--- config.mk ---
export PLATFORM = sky130hd
export DESIGN_NAME = raster_roi_bounding_box_flat
export DESIGN_NICKNAME = d
export VERILOG_FILES = /design/src/hdl/rrbb_pkg.sv /design/src/hdl/rrbb_if.sv /design/src/hdl/raster_roi_bounding_box.sv /design/src/hdl/rrbb_front.sv /design/src/hdl/rrbb_back.sv /design/src/flat_wrapper.sv
export SDC_FILE = /design/constraint.sdc
export NUM_CORES = 1
export LEC_CHECK = 0
export BUFFER_PORTS_ARGS = -buffer_cell sky130_fd_sc_hd__buf_2
export CORE_MARGIN = 3
export CORE_UTILIZATION = 35
export CTS_BUF_LIST = sky130_fd_sc_hd__clkbuf_2
export DETAILED_ROUTE_END_ITERATION = 10
export SYNTH_ARGS = -nofsm -noshare
export SYNTH_HDL_FRONTEND = slang
export SYNTH_HIERARCHICAL = 1
export SYNTH_SLANG_ARGS = --single-unit
--- constraint.sdc ---
create_clock -name clk -period 12.72 [get_ports clk]
set_input_delay 0.636 -clock clk [delete_from_list [all_inputs] [get_ports clk]]
set_output_delay 0.636 -clock clk [all_outputs]
set_load 0.05 [all_outputs]
--- src/hdl/rrbb_pkg.sv ---
package rrbb_pkg;

  localparam int CHAN_W      = 8;
  localparam int BOX_W       = 13;
  localparam int CFG_W       = 13;
  localparam int CFG_IDX_W   = 1;
  localparam int QUEUE_DEPTH = 4;
  localparam int QPTR_W      = $clog2(QUEUE_DEPTH);

  localparam logic [CFG_W-1:0] RESET_FRAME_WIDTH  = 13'd640;
  localparam logic [CFG_W-1:0] RESET_FRAME_HEIGHT = 13'd480;

  typedef enum logic [CFG_IDX_W-1:0] {
    CFG_FRAME_WIDTH  = 1'b0,
    CFG_FRAME_HEIGHT = 1'b1
  } cfg_index_t;

  // Classified pixel handed from the front queue to the back end
  typedef struct packed {
    logic valid;
    logic lit;
  } rrbb_item_t;

endpackage

--- src/hdl/rrbb_if.sv ---
interface rrbb_pixel_if;
  logic                       valid;
  logic                       ready;
  logic [rrbb_pkg::CHAN_W-1:0] channel_zero;
  logic [rrbb_pkg::CHAN_W-1:0] channel_one;
  logic [rrbb_pkg::CHAN_W-1:0] channel_two;

  modport source (output valid, channel_zero, channel_one, channel_two, input ready);
  modport sink   (input valid, channel_zero, channel_one, channel_two, output ready);
endinterface

interface rrbb_box_if;
  logic                       valid;
  logic                       ready;
  logic [rrbb_pkg::BOX_W-1:0] box_left;
  logic [rrbb_pkg::BOX_W-1:0] box_top;
  logic [rrbb_pkg::BOX_W-1:0] box_width;
  logic [rrbb_pkg::BOX_W-1:0] box_height;

  modport source (output valid, box_left, box_top, box_width, box_height, input ready);
  modport sink   (input valid, box_left, box_top, box_width, box_height, output ready);
endinterface

--- src/hdl/raster_roi_bounding_box.sv ---
// Bounding box of the non-black region of a raster frame. Pixels enter one per clock in
// raster order while the queue has room; a pixel is lit when any channel is nonzero. The
// front end classifies each beat and parks it in a four-entry queue; the back end walks the
// column and row counters and updates the bounds at one beat per clock, but holds a frame's
// last pixel while a finished box still waits downstream. One box beat leaves on the last
// pixel of each frame through an output register; the queue only fills then. Frame width and
// height (index 0 and 1) are clamped to 1..MAX_DIMENSION and must be written while no pixel
// is in flight; a new size applies from the next pixel, mid-frame included.
module raster_roi_bounding_box #(
  parameter int MAX_DIMENSION = 4096
) (
  input  logic                           clk,
  input  logic                           rst,
  input  logic                           cfg_write,
  input  logic [rrbb_pkg::CFG_IDX_W-1:0] cfg_index,
  input  logic [rrbb_pkg::CFG_W-1:0]     cfg_data,
  rrbb_pixel_if.sink                     pixel,
  rrbb_box_if.source                     box
);
  import rrbb_pkg::*;

  localparam int DW = $clog2(MAX_DIMENSION + 1);
  localparam int EW = (DW > CFG_W) ? DW : CFG_W;

  function automatic logic [DW-1:0] eff_dim(input logic [CFG_W-1:0] v);
    logic [EW-1:0] ve;
    ve = EW'(v);
    if (v == '0) begin
      return DW'(1);
    end
    if (ve > EW'(MAX_DIMENSION)) begin
      return DW'(MAX_DIMENSION);
    end
    return DW'(ve);
  endfunction

  logic [DW-1:0] frame_width;
  logic [DW-1:0] frame_height;
  rrbb_item_t    item;
  logic          pop;

  always_ff @(posedge clk) begin
    if (rst) begin
      frame_width  <= eff_dim(RESET_FRAME_WIDTH);
      frame_height <= eff_dim(RESET_FRAME_HEIGHT);
    end else if (cfg_write) begin
      case (cfg_index_t'(cfg_index))
        CFG_FRAME_WIDTH:  frame_width  <= eff_dim(cfg_data);
        CFG_FRAME_HEIGHT: frame_height <= eff_dim(cfg_data);
        default: ;
      endcase
    end
  end

  rrbb_front u_front (
    .clk   (clk),
    .rst   (rst),
    .pixel (pixel),
    .item  (item),
    .pop   (pop)
  );

  rrbb_back #(
    .MAX_DIMENSION (MAX_DIMENSION)
  ) u_back (
    .clk          (clk),
    .rst          (rst),
    .frame_width  (frame_width),
    .frame_height (frame_height),
    .item         (item),
    .pop          (pop),
    .box          (box)
  );

endmodule

--- src/hdl/rrbb_front.sv ---
module rrbb_front (
  input  logic                clk,
  input  logic                rst,
  rrbb_pixel_if.sink          pixel,
  output rrbb_pkg::rrbb_item_t item,
  input  logic                pop
);
  import rrbb_pkg::*;

  logic              lit_queue [QUEUE_DEPTH];
  logic [QPTR_W-1:0] wr_ptr;
  logic [QPTR_W-1:0] rd_ptr;
  logic [QPTR_W:0]   count;
  logic              push;
  logic              lit;

  assign lit         = |{pixel.channel_zero, pixel.channel_one, pixel.channel_two};
  assign pixel.ready = count != (QPTR_W + 1)'(QUEUE_DEPTH);
  assign push        = pixel.valid && pixel.ready;

  assign item.valid = count != '0;
  assign item.lit   = lit_queue[rd_ptr];

  always_ff @(posedge clk) begin
    if (push) begin
      lit_queue[wr_ptr] <= lit;
    end
  end

  always_ff @(posedge clk) begin
    if (rst) begin
      wr_ptr <= '0;
      rd_ptr <= '0;
      count  <= '0;
    end else begin
      if (push) begin
        wr_ptr <= wr_ptr + QPTR_W'(1);
      end
      if (pop) begin
        rd_ptr <= rd_ptr + QPTR_W'(1);
      end
      case ({push, pop})
        2'b10:   count <= count + (QPTR_W + 1)'(1);
        2'b01:   count <= count - (QPTR_W + 1)'(1);
        default: count <= count;
      endcase
    end
  end

endmodule

--- src/hdl/rrbb_back.sv ---
module rrbb_back #(
  parameter int MAX_DIMENSION = 4096
) (
  input  logic                                   clk,
  input  logic                                   rst,
  input  logic [$clog2(MAX_DIMENSION + 1)-1:0]   frame_width,
  input  logic [$clog2(MAX_DIMENSION + 1)-1:0]   frame_height,
  input  rrbb_pkg::rrbb_item_t                   item,
  output logic                                   pop,
  rrbb_box_if.source                             box
);
  import rrbb_pkg::*;

  localparam int CW = $clog2(MAX_DIMENSION);
  localparam int DW = $clog2(MAX_DIMENSION + 1);

  logic [CW-1:0] col;
  logic [CW-1:0] row;
  logic          prev_lit;
  logic [DW-1:0] min_col;
  logic [DW-1:0] min_row;
  logic [CW-1:0] right_col;
  logic [DW-1:0] span;

  logic             out_valid;
  logic [BOX_W-1:0] left;
  logic [BOX_W-1:0] top;
  logic [BOX_W-1:0] bw;
  logic [BOX_W-1:0] bh;

  logic          first;
  logic [DW-1:0] col_d;
  logic [DW-1:0] row_d;
  logic [DW-1:0] mc_base;
  logic [DW-1:0] mr_base;
  logic [DW-1:0] min_col_next;
  logic [DW-1:0] min_row_next;
  logic          pair;
  logic [CW-1:0] right_col_next;
  logic [DW:0]   span_sum;
  logic [DW-1:0] span_next;
  logic          row_end;
  logic          last;
  logic          out_free;
  logic [DW-1:0] right_d;
  logic [DW-1:0] diff;
  logic [DW-1:0] left_val;
  logic [DW-1:0] top_val;
  logic [DW-1:0] bw_val;
  logic [DW-1:0] bh_val;

  always_comb begin
    first   = (col == '0) && (row == '0);
    col_d   = DW'(col);
    row_d   = DW'(row);
    // reload the minima with the current frame size on the first pixel
    mc_base = first ? frame_width : min_col;
    mr_base = first ? frame_height : min_row;

    min_col_next = (item.lit && (col_d < mc_base)) ? col_d : mc_base;
    min_row_next = (item.lit && (row_d < mr_base)) ? row_d : mr_base;

    pair           = item.lit && prev_lit;
    right_col_next = (pair && (col > right_col)) ? col : right_col;
    span_sum       = (DW + 1)'(span) + (DW + 1)'(min_row_next);
    span_next      = (pair && ((DW + 1)'(row_d) > span_sum)) ? row_d - min_row_next : span;

    row_end = ((DW + 1)'(col) + (DW + 1)'(1)) >= (DW + 1)'(frame_width);
    last    = row_end && (((DW + 1)'(row) + (DW + 1)'(1)) >= (DW + 1)'(frame_height));

    out_free = !out_valid || box.ready;
    pop      = item.valid && (!last || out_free);

    left_val = (min_col_next < frame_width) ? min_col_next : frame_width;
    top_val  = (min_row_next < frame_height) ? min_row_next : frame_height;
    right_d  = DW'(right_col_next);
    diff     = (right_d > min_col_next) ? right_d - min_col_next : DW'(1);
    bw_val   = (diff > frame_width) ? frame_width : diff;
    bh_val   = (span_next > frame_height) ? frame_height : span_next;
  end

  always_ff @(posedge clk) begin
    if (rst) begin
      col       <= '0;
      row       <= '0;
      prev_lit  <= 1'b0;
      right_col <= '0;
      span      <= DW'(1);
      out_valid <= 1'b0;
    end else begin
      if (pop) begin
        if (last) begin
          col       <= '0;
          row       <= '0;
          prev_lit  <= 1'b0;
          right_col <= '0;
          span      <= DW'(1);
        end else begin
          prev_lit  <= item.lit;
          right_col <= right_col_next;
          span      <= span_next;
          if (row_end) begin
            col <= '0;
            row <= row + CW'(1);
          end else begin
            col <= col + CW'(1);
          end
        end
      end
      if (pop && last) begin
        out_valid <= 1'b1;
      end else if (box.ready) begin
        out_valid <= 1'b0;
      end
    end
  end

  always_ff @(posedge clk) begin
    if (pop) begin
      min_col <= min_col_next;
      min_row <= min_row_next;
    end
    if (pop && last) begin
      left <= BOX_W'(left_val);
      top  <= BOX_W'(top_val);
      bw   <= BOX_W'(bw_val);
      bh   <= BOX_W'(bh_val);
    end
  end

  assign box.valid      = out_valid;
  assign box.box_left   = left;
  assign box.box_top    = top;
  assign box.box_width  = bw;
  assign box.box_height = bh;

endmodule

--- src/flat_wrapper.sv ---
// flat-port wrapper written by rule: the top's interface ports become plain ports
module raster_roi_bounding_box_flat import rrbb_pkg::*;
#(
  parameter int MAX_DIMENSION = 4096
)
  (clk, rst, cfg_write, cfg_index, cfg_data, pixel_valid, pixel_channel_zero, pixel_channel_one, pixel_channel_two, pixel_ready, box_valid, box_box_left, box_box_top, box_box_width, box_box_height, box_ready);
  rrbb_pixel_if pixel_i ();
  rrbb_box_if box_i ();
  input  logic clk;
  input  logic rst;
  input  logic cfg_write;
  input  logic [rrbb_pkg::CFG_IDX_W-1:0] cfg_index;
  input  logic [rrbb_pkg::CFG_W-1:0] cfg_data;
  input wire logic [$bits(pixel_i.valid)-1:0] pixel_valid;
  input wire logic [$bits(pixel_i.channel_zero)-1:0] pixel_channel_zero;
  input wire logic [$bits(pixel_i.channel_one)-1:0] pixel_channel_one;
  input wire logic [$bits(pixel_i.channel_two)-1:0] pixel_channel_two;
  output wire logic [$bits(pixel_i.ready)-1:0] pixel_ready;
  output wire logic [$bits(box_i.valid)-1:0] box_valid;
  output wire logic [$bits(box_i.box_left)-1:0] box_box_left;
  output wire logic [$bits(box_i.box_top)-1:0] box_box_top;
  output wire logic [$bits(box_i.box_width)-1:0] box_box_width;
  output wire logic [$bits(box_i.box_height)-1:0] box_box_height;
  input wire logic [$bits(box_i.ready)-1:0] box_ready;
  assign pixel_i.valid = pixel_valid;
  assign pixel_i.channel_zero = pixel_channel_zero;
  assign pixel_i.channel_one = pixel_channel_one;
  assign pixel_i.channel_two = pixel_channel_two;
  assign pixel_ready = pixel_i.ready;
  assign box_valid = box_i.valid;
  assign box_box_left = box_i.box_left;
  assign box_box_top = box_i.box_top;
  assign box_box_width = box_i.box_width;
  assign box_box_height = box_i.box_height;
  assign box_i.ready = box_ready;
  raster_roi_bounding_box #(.MAX_DIMENSION(MAX_DIMENSION)) u_core (.clk(clk), .rst(rst), .cfg_write(cfg_write), .cfg_index(cfg_index), .cfg_data(cfg_data), .pixel(pixel_i), .box(box_i));
endmodule
==> qor.log, run 1 <==
INFO  status         outcome=complete, no violations
INFO  grt            grt_pass1_vias=10200
INFO  worst_setup_path crit_start=u_core/u_back/col[0]
INFO  job            maxCapViolations=0
INFO  sta            setup_total_negative_slack=0ps
INFO  sta            timing.final.max_slew_violations=0
INFO  yosys          netlist_top_cells_count=168 x sky130_fd_sc_hd__ha_1, 105 x sky130_fd_sc_hd__inv_1, 101 x sky130_fd_sc_hd__nand2_1, 88 x sky130_fd_sc_hd__a21oi_1, 86 x sky130_fd_sc_hd__dfxtp_1
INFO  clock_network  cts.sink_count=168
INFO  final_layout   final_instance_area=14000µm²
INFO  floorplan      placementRows=69
INFO  yosys          ys_seq_area_share=32.6%
INFO  clock_network  postCtsSetupRepairBufs=0
INFO  clock_network  tritoncts=built
INFO  sta            skew=67.9ps
INFO  yosys          post_synth_top_area_share=19.2%
INFO  worst_setup_path r2r_end=u_core/u_back/box.box_height[4]
INFO  clock_network  clock_insertion_delay_worst_skew=810ps
INFO  pwr            worst_ir_drop_vdd=0.158mV
INFO  clock_network  cts_root_buffer=sky130_fd_sc_hd__clkbuf_2
INFO  routing        route.final.wire_length=39100µm
INFO  final_layout   multi_input_area=8010µm²
INFO  yosys          synthFlopType=sky130_fd_sc_hd__dfxtp_1
INFO  sta            worst_slew_pin_slew=1170ps
INFO  yosys          syn_nets=1572
INFO  routing        vias=10700
INFO  routing        routed_antenna_nets=0
INFO  placed_design  detailed_place.area=13700µm²
INFO  worst_setup_path worstPathMaxFanout=28
INFO  sta            timing_hold_violations_final=0
INFO  placed_design  hpwl=30200µm
INFO  floorplan      die_height=197µm
INFO  worst_setup_path critical_register_to_register_path_startpoint=u_core/u_back/col[0]
INFO  clock_network  cts_resized=0
INFO  grt            first_pass_grt_wire_length=60000µm
INFO  worst_setup_path criticalPathCategory=reg -> reg
INFO  hold_path      hold_start=cfg_data[5]
INFO  worst_setup_path ff2ff_setup_slack=2260ps
INFO  pwr            cellLeakagePower=6.01nW
INFO  grt            global_route.usage.total=20.0%
INFO  final_layout   layout-drive-gt1-share=14.3%
INFO  routing        drt_pre_antenna_iters=5
INFO  clock_network  cts.clk_slew.worst_paths=330ps
INFO  clock_network  cts_buffer_count=17
INFO  floorplan      dieArea=39000µm²
INFO  routing        route.detailed.vias_per_inst=5.61
INFO  floorplan      io-pin-count=97
INFO  floorplan      core=35800µm²
INFO  placed_design  port_buffers=96
INFO  grt            grt_max_degree=57
INFO  sta            finalCriticalPeriod=10460ps
INFO  worst_setup_path crit_arrival=11020ps
INFO  final_layout   syn_to_final_growth=9.01%
INFO  sta            period_utilization=82.3%
INFO  yosys          syn_area_per_cell=9.45µm²
INFO  sta            setup_repair_after_global_routing_missed_its_margin=false
INFO  yosys          post_synth_instance_area=12800µm²
INFO  yosys          synthMostInstantiatedCell=sky130_fd_sc_hd__ha_1
INFO  sta            relSlewSlack=21.7%
INFO  hold_path      depth_of_the_worst_hold_timing_path=3
INFO  grt            antenna_violations_before_repair=2
INFO  worst_setup_path worst_r2r_path_depth=41
INFO  yosys          synth-async-reset-ratio=0%
INFO  worst_setup_path crit_path_capture_type=flop
INFO  clock_network  htreeDepth=4
INFO  floorplan      fp.dieW=197µm
INFO  yosys          synthesis.instances=1357
INFO  final_layout   nets=1646
INFO  yosys          yosys.cell_types.count=86
INFO  final_layout   fillCellCount=3564
INFO  final_layout   ff_latch_area=4180µm²
INFO  routing        wire_per_inst=20.5µm
INFO  worst_setup_path cp_slowest_cell=sky130_fd_sc_hd__a21oi_1
INFO  yosys          yosys-top-cells-area=sky130_fd_sc_hd__edfxtp_1 19%, sky130_fd_sc_hd__ha_1 16%, sky130_fd_sc_hd__dfxtp_1 13%
INFO  routing        first_iter_violations=878
INFO  worst_setup_path worst_path_required=13280ps
INFO  clock_network  cts_hold_buf=0
INFO  routing        drc=0
INFO  worst_setup_path critical_path.max_stage_delay=930ps
INFO  sta            timing.fmax=0.0956GHz
INFO  yosys          yosys_warnings=6
INFO  placed_design  finalWeightedCongestion=0.954
INFO  worst_setup_path start_kind=flop
INFO  hold_path      hp-class=in -> reg
INFO  grt            grt_overflow_total=0
INFO  sta            final-setup-viol-count=0
INFO  clock_network  clockBufferDepth=2
INFO  floorplan      initial_core_util=35.8%
INFO  yosys          synth_seq_cells=168
INFO  yosys          synth_edf_count=82
INFO  hold_path      worstHoldEndpoint=u_core/frame_width[5]
INFO  pwr            power_per_cell_area=227nW/µm²
INFO  yosys          synth_area_leader=sky130_fd_sc_hd__edfxtp_1
## layout make-up
cell class	count	share of cell area, %
Multi-Input combinational cell	1032	57.3
Inverter	105	2.82
Timing Repair Buffer	107	4.03
Antenna cell	2	0.0358
Clock buffer	18	0.644
Tap cell	461	4.13
Clock inverter	14	1.12
Sequential cell	168	29.9
## cell usage in the layout, fill, tap and decap left out, types with 18 or more instances in the layout
| cell | Yosys | layout |
|---|---|---|
| sky130_fd_sc_hd__o31ai_1 | 23 | 23 |
| sky130_fd_sc_hd__a21o_1 | 34 | 34 |
| sky130_fd_sc_hd__nand2_1 | 101 | 101 |
| sky130_fd_sc_hd__a21oi_1 | 88 | 88 |
| sky130_fd_sc_hd__ha_1 | 168 | 168 |
| sky130_fd_sc_hd__inv_1 | 105 | 105 |
| sky130_fd_sc_hd__clkbuf_2 | 0 | 18 |
| sky130_fd_sc_hd__nand2b_1 | 21 | 21 |
| sky130_fd_sc_hd__o21ai_0 | 48 | 48 |
| sky130_fd_sc_hd__xnor2_1 | 29 | 29 |
| sky130_fd_sc_hd__mux2_2 | 20 | 20 |
| sky130_fd_sc_hd__dfxtp_1 | 86 | 86 |
| sky130_fd_sc_hd__buf_2 | 15 | 96 |
| sky130_fd_sc_hd__edfxtp_1 | 82 | 82 |
| sky130_fd_sc_hd__nor2b_1 | 29 | 29 |
| sky130_fd_sc_hd__nor2_1 | 72 | 72 |
| sky130_fd_sc_hd__nand4_1 | 20 | 20 |
| sky130_fd_sc_hd__nor3_1 | 18 | 18 |
| sky130_fd_sc_hd__a22o_1 | 18 | 18 |
| sky130_fd_sc_hd__nand3_1 | 24 | 24 |
| sky130_fd_sc_hd__mux2i_1 | 53 | 53 |
## state kept, by name (all words and copies together) (netlist names), named ones only
name                          flops
u_core/frame_height              13
u_core/frame_width               13
u_core/u_back/box.box_height     13
u_core/u_back/box.box_left       13
u_core/u_back/box.box_top        13
u_core/u_back/box.box_width      13
u_core/u_back/box.valid           1
u_core/u_back/col                12
u_core/u_back/min_col            13
u_core/u_back/min_row            13
u_core/u_back/prev_lit            1
u_core/u_back/right_col          12
u_core/u_back/row                12
u_core/u_back/span               13
u_core/u_front/count              3
u_core/u_front/lit_queue          4
u_core/u_front/rd_ptr             2
u_core/u_front/wr_ptr             2
## how the worst max path moves through the flow
stage                                       endpoint  cells after the start  slack [ps]
floorplan           u_core/u_back/box.box_height[10]                     43        4120
global placement     u_core/u_back/box.box_height[7]                     42        2650
detailed placement   u_core/u_back/box.box_height[8]                     41        2490
CTS                  u_core/u_back/box.box_height[4]                     42        2340
global route         u_core/u_back/box.box_height[4]                     40        1590
finish               u_core/u_back/box.box_height[4]                     41        2260
## per-layer routing
layer	part of all wire, %	GRT usage (%)
met5	0	0
met4	2.3	5.46
met3	5.3	2.18
met2	44	31.4
met1	48	29.1
## through the flow
| stage | hold WS (ps) | setup slack, ps | instances | power [mW] | utilization [%] |
|---|---|---|---|---|---|
| finish | 133 | 2260 | 1907 | 3.17 | 39.0 |
| global route | 50.0 | 1590 | 1907 | 3.42 | 39.0 |
| CTS | 50.0 | 2340 | 1905 | 3.16 | 39.0 |
| detailed placement | 456 | 2490 | 1873 | 2.82 | 38.3 |
| global placement | 459 | 2650 | 1873 | 2.81 | 38.3 |
| floorplan | 442 | 4120 | 1357 | 2.32 | - |
## worst max-delay path: cells and delay by family (launching register included)
family / cells / cell delay [ps]
compound gates: 18 / 4440
simple gates: 10 / 1830
mux: 4 / 1390
fa+ha+maj: 5 / 1320
buf+inv: 3 / 600
flops: 1 / 450
xor+xnor: 1 / 150
## power breakdown
part	switching (mW)	internal, mW
combinational	1.25	0.824
clock	0.222	0.0974
sequential	0.0635	0.712
total	1.54	1.63
## kinds of logic after synthesis
| kind of cell | count (synthesis) | synth area share, % |
|---|---|---|
| adder cells (fa/ha/maj) | 172 | 17.0 |
| AO/OA/AOI/OAI | 330 | 17.6 |
| flip-flops | 168 | 32.6 |
| multiplexers | 97 | 8.26 |
| AND/OR/NAND/NOR | 389 | 16.4 |
| XOR/XNOR | 44 | 3.00 |
| buffers and inverters | 157 | 5.00 |
No activity file was read; power rests on OpenSTA's default activity.
==> run 2, diff against run 1 <==
==> constraint.sdc (replaced) <==
create_clock -name clk -period 8.8 [get_ports clk]
set_input_delay 0.44 -clock clk [delete_from_list [all_inputs] [get_ports clk]]
set_output_delay 0.44 -clock clk [all_outputs]
set_load 0.05 [all_outputs]
==> qor.log, run 2 (same netlist as run 1, synthesis figures left out) <==
INFO  status         outcome=complete, no violations
INFO  grt            antenna_violations_before_repair=1 [-1]
INFO  routing        first_iter_violations=953 [+8.5%]
INFO  pwr            cellLeakagePower=6.53nW [+8.6%]
INFO  routing        routed_antenna_nets=0 [unchanged]
INFO  worst_setup_path ff2ff_setup_slack=380ps [-1880 ps]
INFO  clock_network  tritoncts=built
INFO  routing        wire_per_inst=20.2µm [-1.6%]
INFO  pwr            power_per_cell_area=328nW/µm² [+44%]
INFO  worst_setup_path crit_arrival=9000ps [-2020 ps]
INFO  hold_path      hp-class=in -> reg
INFO  placed_design  place_worst_setup_slack=-336ps [-2830 ps]
INFO  clock_network  cts_root_buffer=sky130_fd_sc_hd__clkbuf_2
INFO  clock_network  htreeDepth=4 [unchanged]
INFO  sta            worst_slew_pin_slew=1150ps [-23.9 ps]
INFO  pwr            worst_ir_drop_vdd=0.245mV [+55%]
INFO  floorplan      fp.dieW=197µm [unchanged]
INFO  sta            skew=55.9ps [-12.0 ps]
INFO  final_layout   layout.cells.non_filler=2004 [+5.1%]
INFO  sta            setup_slack_after_layout=381ps [-1880 ps]
INFO  final_layout   syn_to_final_growth=17.4%
INFO  sta            timing.final.max_slew_violations=0 [unchanged]
INFO  hold_path      worstHoldEndpoint=u_core/u_front/lit_queue[3]
INFO  floorplan      dieArea=39000µm² [unchanged]
INFO  worst_setup_path critical_path.max_stage_delay=380ps [-550 ps]
INFO  worst_setup_path cp_slowest_cell=sky130_fd_sc_hd__dfxtp_1
INFO  final_layout   mostFrequentLayoutCells=165 x sky130_fd_sc_hd__ha_1, 105 x sky130_fd_sc_hd__inv_1, 101 x sky130_fd_sc_hd__nand2_1, 96 x sky130_fd_sc_hd__buf_2, 86 x sky130_fd_sc_hd__a21oi_1
INFO  placed_design  finalWeightedCongestion=0.936 [-1.8%]
INFO  worst_setup_path crit_path_capture_type=flop
INFO  hold_path      hold_start=pixel_channel_one[2]
INFO  sta            final-setup-viol-count=0 [unchanged]
INFO  clock_network  clockBufferDepth=2 [unchanged]
INFO  worst_setup_path worst_path_required=9380ps [-3900 ps]
INFO  worst_setup_path r2r_end=u_core/u_back/box.box_height[6]
INFO  worst_setup_path criticalPathCategory=reg -> reg
INFO  routing        drc=0 [unchanged]
INFO  final_layout   layout_commonest_cell=sky130_fd_sc_hd__ha_1
INFO  routing        vias=11200 [+4.3%]
INFO  final_layout   nets=1744 [+6.0%]
INFO  grt            grt_overflow_total=0 [unchanged]
INFO  sta            period_utilization=95.7% [+13 points]
INFO  routing        route.detailed.vias_per_inst=5.57 [-0.78%]
INFO  grt            grt_max_degree=57 [unchanged]
INFO  grt            global_route.usage.total=20.4% [+0.42 points]
INFO  floorplan      placementRows=69 [unchanged]
INFO  job            maxCapViolations=0 [unchanged]
INFO  routing        route.final.wire_length=40500µm [+3.4%]
INFO  hold_path      depth_of_the_worst_hold_timing_path=3 [unchanged]
INFO  floorplan      die_height=197µm [unchanged]
INFO  worst_setup_path worst_r2r_path_depth=42 [+2.4%]
INFO  clock_network  cts.sink_count=168 [unchanged]
INFO  sta            timing_hold_violations_final=0 [unchanged]
INFO  placed_design  port_buffers=96 [unchanged]
INFO  worst_setup_path critical_register_to_register_path_startpoint=u_core/u_back/col[1]
INFO  clock_network  cts_buffer_count=17 [unchanged]
INFO  worst_setup_path start_kind=flop
INFO  sta            relSlewSlack=23.3% [+1.6 points]
INFO  sta            finalCriticalPeriod=8420ps [-2040 ps]
INFO  final_layout   fillCellCount=3452 [-3.1%]
INFO  grt            grt_pass1_vias=10900 [+6.9%]
INFO  worst_setup_path cpMostUsedCell=sky130_fd_sc_hd__o21a_1
INFO  clock_network  clock_insertion_delay_worst_skew=820ps [about the same]
INFO  worst_setup_path worstPathMaxFanout=12 [-57%]
INFO  placed_design  dp_cells=1938 [+3.5%]
INFO  grt            first_pass_grt_wire_length=61700µm [+2.8%]
INFO  final_layout   layout-drive-gt1-share=21.2% [+6.9 points]
INFO  sta            setup_repair_after_global_routing_missed_its_margin=true
INFO  placed_design  hpwl=30700µm [+1.8%]
INFO  routing        drt_pre_antenna_iters=6 [+1]
INFO  floorplan      core=35800µm² [unchanged]
INFO  floorplan      initial_core_util=35.8% [unchanged]
INFO  floorplan      io-pin-count=97 [unchanged]
INFO  sta            timing.fmax=0.119GHz [+24%]
INFO  clock_network  cts.clk_slew.worst_paths=290ps [-40 ps]
## run 2: cell type report
type / count / area, µm² / share of cell area (%)
Antenna cell: 1 / 2.50 / 0.0166
Timing Repair Buffer: 204 / 1380 / 9.19
Sequential cell: 168 / 4190 / 27.8
Clock buffer: 18 / 90.1 / 0.599
Tap cell: 461 / 577 / 3.83
Clock inverter: 14 / 136 / 0.906
Inverter: 105 / 394 / 2.62
Multi-Input combinational cell: 1033 / 8280 / 55.0
## run 2: worst max-delay path by stage
stage / start / end
global route: u_core/u_back/row[0] / u_core/u_back/box.box_height[6]
floorplan: u_core/u_back/col[0] / u_core/u_back/box.box_height[10]
detailed placement: u_core/u_back/col[1] / u_core/u_back/box.box_height[10]
global placement: u_core/u_back/col[1] / u_core/u_back/box.box_height[7]
CTS: u_core/u_back/row[0] / u_core/u_back/box.box_height[6]
finish: u_core/u_back/col[1] / u_core/u_back/box.box_height[6]
## run 2: worst max-delay path, delay by kind of cell, from the launching register on
family	cells	cell delay [ps]
and+or+nand+nor	9	1540
adders and majority gates	5	1260
buffers and inverters	8	1240
muxes	3	880
DFF	1	380
AOI/OAI and AO/OA	16	2700
xor gates and xnor gates	1	130
## run 2: power breakdown
group | total, mW | switching [mW] | internal (mW)
Combinational | 3.40 | 1.93 | 1.47
Clock | 0.436 | 0.323 | 0.113
Sequential | 1.10 | 0.0697 | 1.03
## run 2: timing repair
item | in CTS | in global routing
cloned | 0 | 1
pin swaps | 0 | 17
resized for setup | 2 | 59
endpoints found under the hold margin | 24 | 0
hold buffers | 19 | 0
buffers inserted | 0 | 13
endpoints found under the setup margin | 12 | 25
## run 2: stage by stage
stage	total power, mW	area (µm²)	setup TNS (ps)	hold WS, ps	util [%]
final	4.94	15100	0	62.7	42.0
after global routing	5.32	15100	-534	27.0	42.0
after CTS	4.65	14600	0	4.86	40.9
after detailed placement	4.19	14200	-3730	455	39.7
after global placement	4.16	14200	-2370	458	39.7
after floorplan	3.36	12800	0	442	-
## run 2: per-layer routing
layer | routed length, µm | vias up | GRT usage (%) | share of wire [%]
met5 | 0 | - | 0 | 0
met2 | 18100 | 414 | 32.5 | 45
met1 | 18600 | 5345 | 28.6 | 46
li1 | - | 5331 | - | -
met3 | 2770 | 65 | 2.80 | 6.8
met4 | 1030 | 0 | 6.71 | 2.5
==> run 3, diff against run 2 <==
--- a/config.mk
+++ b/config.mk
@@ -12,5 +12,4 @@
 export DETAILED_ROUTE_END_ITERATION = 10
 export SYNTH_ARGS = -nofsm -noshare
 export SYNTH_HDL_FRONTEND = slang
-export SYNTH_HIERARCHICAL = 1
 export SYNTH_SLANG_ARGS = --single-unit
==> qor.log, run 3 <==
INFO  floorplan      placementRows=68 [-1.4%]
INFO  pwr            p_sw_share=42.0% [-5.1 points]
INFO  yosys          muxShareOfSynthArea=9.77% [+1.5 points]
INFO  placed_design  finalWeightedCongestion=0.897 [-4.2%]
INFO  yosys          yosys_warnings=0 [-6]
INFO  yosys          synth_seq_cells=168 [unchanged]
INFO  sta            worst_slew_pin_slew=959ps [-192 ps]
INFO  clock_network  cts_root_buffer=sky130_fd_sc_hd__clkbuf_2
INFO  worst_setup_path worst-path-buf-inv=6 [-2]
INFO  clock_network  cts_buffer_count=17 [unchanged]
INFO  final_layout   layout_commonest_cell=sky130_fd_sc_hd__ha_1
INFO  floorplan      core=34900µm² [-2.6%]
INFO  grt            grt_overflow_total=0 [unchanged]
INFO  worst_setup_path start_kind=flop
INFO  routing        route.final.wire_length=38300µm [-5.2%]
INFO  final_layout   ff_latch_area=4190µm² [about the same]
INFO  clock_network  clockBufferDepth=2 [unchanged]
INFO  worst_setup_path crit_path_capture_type=flop
INFO  pwr            net-switching-power=1.61mW [-31%]
INFO  routing        drc=0 [unchanged]
INFO  worst_setup_path critical_path.top_delay_family=simple AND/OR/NAND/NOR gates
INFO  placed_design  place_worst_setup_slack=-23.9ps [+312 ps]
INFO  clock_network  clock_insertion_delay_worst_skew=810ps [about the same]
INFO  yosys          syn_area_per_cell=9.58µm² [+1.4%]
INFO  worst_setup_path criticalPathCategory=reg -> reg
INFO  yosys          synthesized_area_fraction_occupied_by_ao_oa_aoi_and_oai_cells=15.6% [-2.1 points]
INFO  routing        first_iter_violations=728 [-24%]
INFO  worst_setup_path critical_path.max_stage_delay=560ps [+180 ps]
INFO  hold_path      hp-class=in -> reg
INFO  yosys          post_synth_top_area_share=19.7% [+0.50 points]
INFO  worst_setup_path worstPathMaxFanout=8 [-4]
INFO  floorplan      fp.dieW=195µm [-1.2%]
INFO  sta            relSlewSlack=35.8% [+13 points]
INFO  yosys          netlist_top_cells_count=168 x sky130_fd_sc_hd__ha_1, 103 x sky130_fd_sc_hd__inv_1, 100 x sky130_fd_sc_hd__a21oi_1, 86 x sky130_fd_sc_hd__dfxtp_1, 86 x sky130_fd_sc_hd__nor2_1
INFO  sta            setup_slack_after_layout=312ps [-68.4 ps]
INFO  yosys          synth_top_family_by_area=adder cells
INFO  routing        routed_antenna_nets=0 [unchanged]
INFO  placed_design  hpwl=29600µm [-3.7%]
INFO  sta            setup_total_negative_slack=0ps [unchanged]
INFO  yosys          yosys.cell_types.count=77 [-10%]
INFO  routing        drt_pre_antenna_iters=6 [unchanged]
INFO  routing        vias=10700 [-4.4%]
INFO  worst_setup_path worst_r2r_path_depth=36 [-14%]
INFO  hold_path      hold_start=box_ready
INFO  floorplan      die_height=195µm [-1.2%]
INFO  routing        route.detailed.vias_per_inst=5.44 [-2.3%]
INFO  floorplan      dieArea=38000µm² [-2.5%]
INFO  grt            antenna_violations_before_repair=1 [unchanged]
INFO  sta            timing_hold_violations_final=0 [unchanged]
INFO  yosys          syn_nets=1520 [-3.3%]
INFO  final_layout   layout-drive-gt1-share=23.5% [+2.3 points]
INFO  worst_setup_path critical_register_to_register_path_startpoint=u_core.u_back.row[7]
INFO  floorplan      initial_core_util=35.8% [+0.040 points]
INFO  worst_setup_path ff2ff_setup_slack=310ps [-70 ps]
INFO  yosys          synth_area_leader=sky130_fd_sc_hd__edfxtp_1
INFO  grt            first_pass_grt_wire_length=58600µm [-5.0%]
INFO  grt            global_route.usage.total=19.4% [-0.95 points]
INFO  yosys          synth-adder-area-share=17.5% [+0.44 points]
INFO  final_layout   fillCellCount=3398 [-1.6%]
INFO  hold_path      worstHoldEndpoint=u_core.u_back.box.valid
INFO  final_layout   multi_input_area=8190µm² [-1.1%]
INFO  placed_design  port_buffers=96 [unchanged]
INFO  worst_setup_path worst_path_required=9360ps [-20 ps]
INFO  hold_path      depth_of_the_worst_hold_timing_path=3 [unchanged]
INFO  clock_network  cts.sink_count=168 [unchanged]
INFO  yosys          synth-async-reset-ratio=0% [unchanged]
INFO  yosys          post_synth_instance_area=12500µm² [-2.5%]
INFO  clock_network  htreeDepth=4 [unchanged]
INFO  sta            finalCriticalPeriod=8490ps [+68.4 ps]
INFO  pwr            power.internal=2.22mW [-15%]
INFO  yosys          synthMostInstantiatedCell=sky130_fd_sc_hd__ha_1
INFO  pwr            clock_power_share=12.5% [+3.7 points]
INFO  pwr            seq_power_share=27.3% [+5.0 points]
INFO  grt            grt_max_degree=58 [+1.8%]
INFO  pwr            worst_ir_drop_vdd=0.324mV [+32%]
INFO  final_layout   nets=1707 [-2.1%]
INFO  pwr            post_layout_total_power=3.83mW [-22%]
INFO  yosys          yosys-top-cells-area=sky130_fd_sc_hd__edfxtp_1 20%, sky130_fd_sc_hd__ha_1 17%, sky130_fd_sc_hd__dfxtp_1 14%
INFO  final_layout   final_core_utilization=43.2% [+1.2 points]
INFO  sta            final-setup-viol-count=0 [unchanged]
INFO  sta            period_utilization=96.4% [+0.78 points]
INFO  clock_network  tritoncts=built
INFO  floorplan      io-pin-count=97 [unchanged]
INFO  routing        wire_per_inst=19.5µm [-3.2%]
INFO  yosys          synth_edf_count=82 [unchanged]
INFO  sta            skew=50.9ps [-4.97 ps]
INFO  pwr            cellLeakagePower=6.68nW [+2.2%]
INFO  worst_setup_path cp_slowest_cell=sky130_fd_sc_hd__or4_4
INFO  sta            timing.final.max_slew_violations=0 [unchanged]
INFO  sta            timing.fmax=0.118GHz [-0.81%]
INFO  yosys          synthSimpleGateAreaFrac=14.9% [-1.5 points]
INFO  yosys          ys_seq_area_share=33.5% [+0.85 points]
INFO  grt            grt_pass1_vias=10400 [-4.0%]
INFO  final_layout   mostFrequentLayoutCells=160 x sky130_fd_sc_hd__ha_1, 98 x sky130_fd_sc_hd__inv_1, 96 x sky130_fd_sc_hd__buf_2, 95 x sky130_fd_sc_hd__a21oi_1, 88 x sky130_fd_sc_hd__buf_4
INFO  yosys          synth-xor-area-share=4.13% [+1.1 points]
INFO  pwr            power_per_cell_area=254nW/µm² [-23%]
INFO  status         outcome=complete, no violations
INFO  job            maxCapViolations=0 [unchanged]
INFO  yosys          synthesis.instances=1305 [-3.8%]
INFO  yosys          synthFlopType=sky130_fd_sc_hd__dfxtp_1
INFO  final_layout   syn_to_final_growth=20.4%
INFO  pwr            combinationalPowerShare=60.2% [-8.7 points]
INFO  worst_setup_path r2r_end=u_core.u_back.box.box_height[9]
INFO  clock_network  cts.clk_slew.worst_paths=260ps [-30 ps]
INFO  worst_setup_path crit_arrival=9040ps [+40 ps]
==> run 3: cell types whose count changed in the layout (fill, tap and decap cells not counted), moves of 8 or more <==
cell | previous run | this run
sky130_fd_sc_hd__or2_2 | 13 | 4
sky130_fd_sc_hd__nor2_1 | 69 | 83
sky130_fd_sc_hd__a21oi_1 | 86 | 95
sky130_fd_sc_hd__xnor2_1 | 29 | 37
sky130_fd_sc_hd__a2bb2oi_1 | 9 | 0
sky130_fd_sc_hd__nand2b_1 | 21 | 11
sky130_fd_sc_hd__mux2_2 | 20 | 42
sky130_fd_sc_hd__nand2_1 | 101 | 73
sky130_fd_sc_hd__o21ai_0 | 45 | 27
sky130_fd_sc_hd__o31ai_1 | 16 | 3
==> run 3: worst max path at each step <==
stage,from,to,slack [ps],cells after the start
final,u_core.u_back.row[7],u_core.u_back.box.box_height[9],310,36
after floorplan,u_core.u_back.row[7],u_core.u_back.box.box_height[10],6,37
after global placement,u_core.u_back.col[1],u_core.u_back.box.box_height[11],90,39
after CTS,u_core.u_back.row[0],u_core.u_back.box.box_height[9],20,39
after global routing,u_core.u_back.col[1],u_core.u_back.box.box_height[9],-80,43
after detailed placement,u_core.u_back.col[1],u_core.u_back.box.box_height[5],-20,39
==> run 3: per-stage QoR <==
| stage | hold slack [ps] | instances | instance area (µm²) |
|---|---|---|---|
| finish | 69.1 | 1961 | 15100 |
| global route | 1.41 | 1961 | 15100 |
| CTS | 18.5 | 1950 | 14600 |
| detailed placement | 462 | 1897 | 14100 |
| global placement | 457 | 1897 | 14100 |
| floorplan | 442 | 1305 | 12600 |
==> run 3: logic make-up (layout without fill, tap and decap cells) <==
kind of cell,after synthesis,in the layout
DFF,168,168
muxes,113,113
and+or+nand+nor,360,360
adders and majority gates,172,172
other,0,1
buffers and inverters,147,347
AOI/OAI and AO/OA,286,286
xor gates and xnor gates,59,59
==> run 3: area by class of cell <==
cell class / instances / share of cell area, %
Clock inverter: 14 / 1.21
Antenna cell: 1 / 0.0166
Tap cell: 455 / 3.78
Multi-Input combinational cell: 990 / 54.4
Clock buffer: 18 / 0.598
Inverter: 104 / 2.59
Timing Repair Buffer: 211 / 9.56
Sequential cell: 168 / 27.8
==> run 3: layer usage <==
metal	share of wire [%]	vias to the layer above	GRT usage [%]
met5	0	-	0
li1	-	5157	-
met3	3.9	53	2.66
met4	2.8	0	6.07
met2	49	266	33.8
met1	44	5185	25.1
==> run 3: repair_timing <==
| action | in CTS | in global routing |
|---|---|---|
| endpoints found under the hold margin | 27 | 0 |
| resized for setup | 4 | 74 |
| endpoints found under the setup margin | 12 | 26 |
| buffers inserted | 2 | 8 |
| hold buffers | 19 | 0 |
| cloned | 0 | 2 |
| pin swaps | 0 | 24 |
==> run 3: power groups by stage <==
stage / clock network [mW] / logic, mW / registers, mW
6_report: 0.478 / 2.30 / 1.04
5_1_grt: 0.519 / 2.53 / 1.05
4_1_cts: 0.489 / 2.15 / 1.03
3_5_place_dp: 0 / 2.11 / 1.05
3_3_place_gp: 0 / 2.08 / 1.05
2_1_floorplan: 0 / 1.59 / 1.04
==> run 3: tightest hold or removal path, cell delays in order <==
cell,delay (ps)
sky130_fd_sc_hd__buf_2,130
sky130_fd_sc_hd__nand2b_1,180
sky130_fd_sc_hd__a21oi_1,80
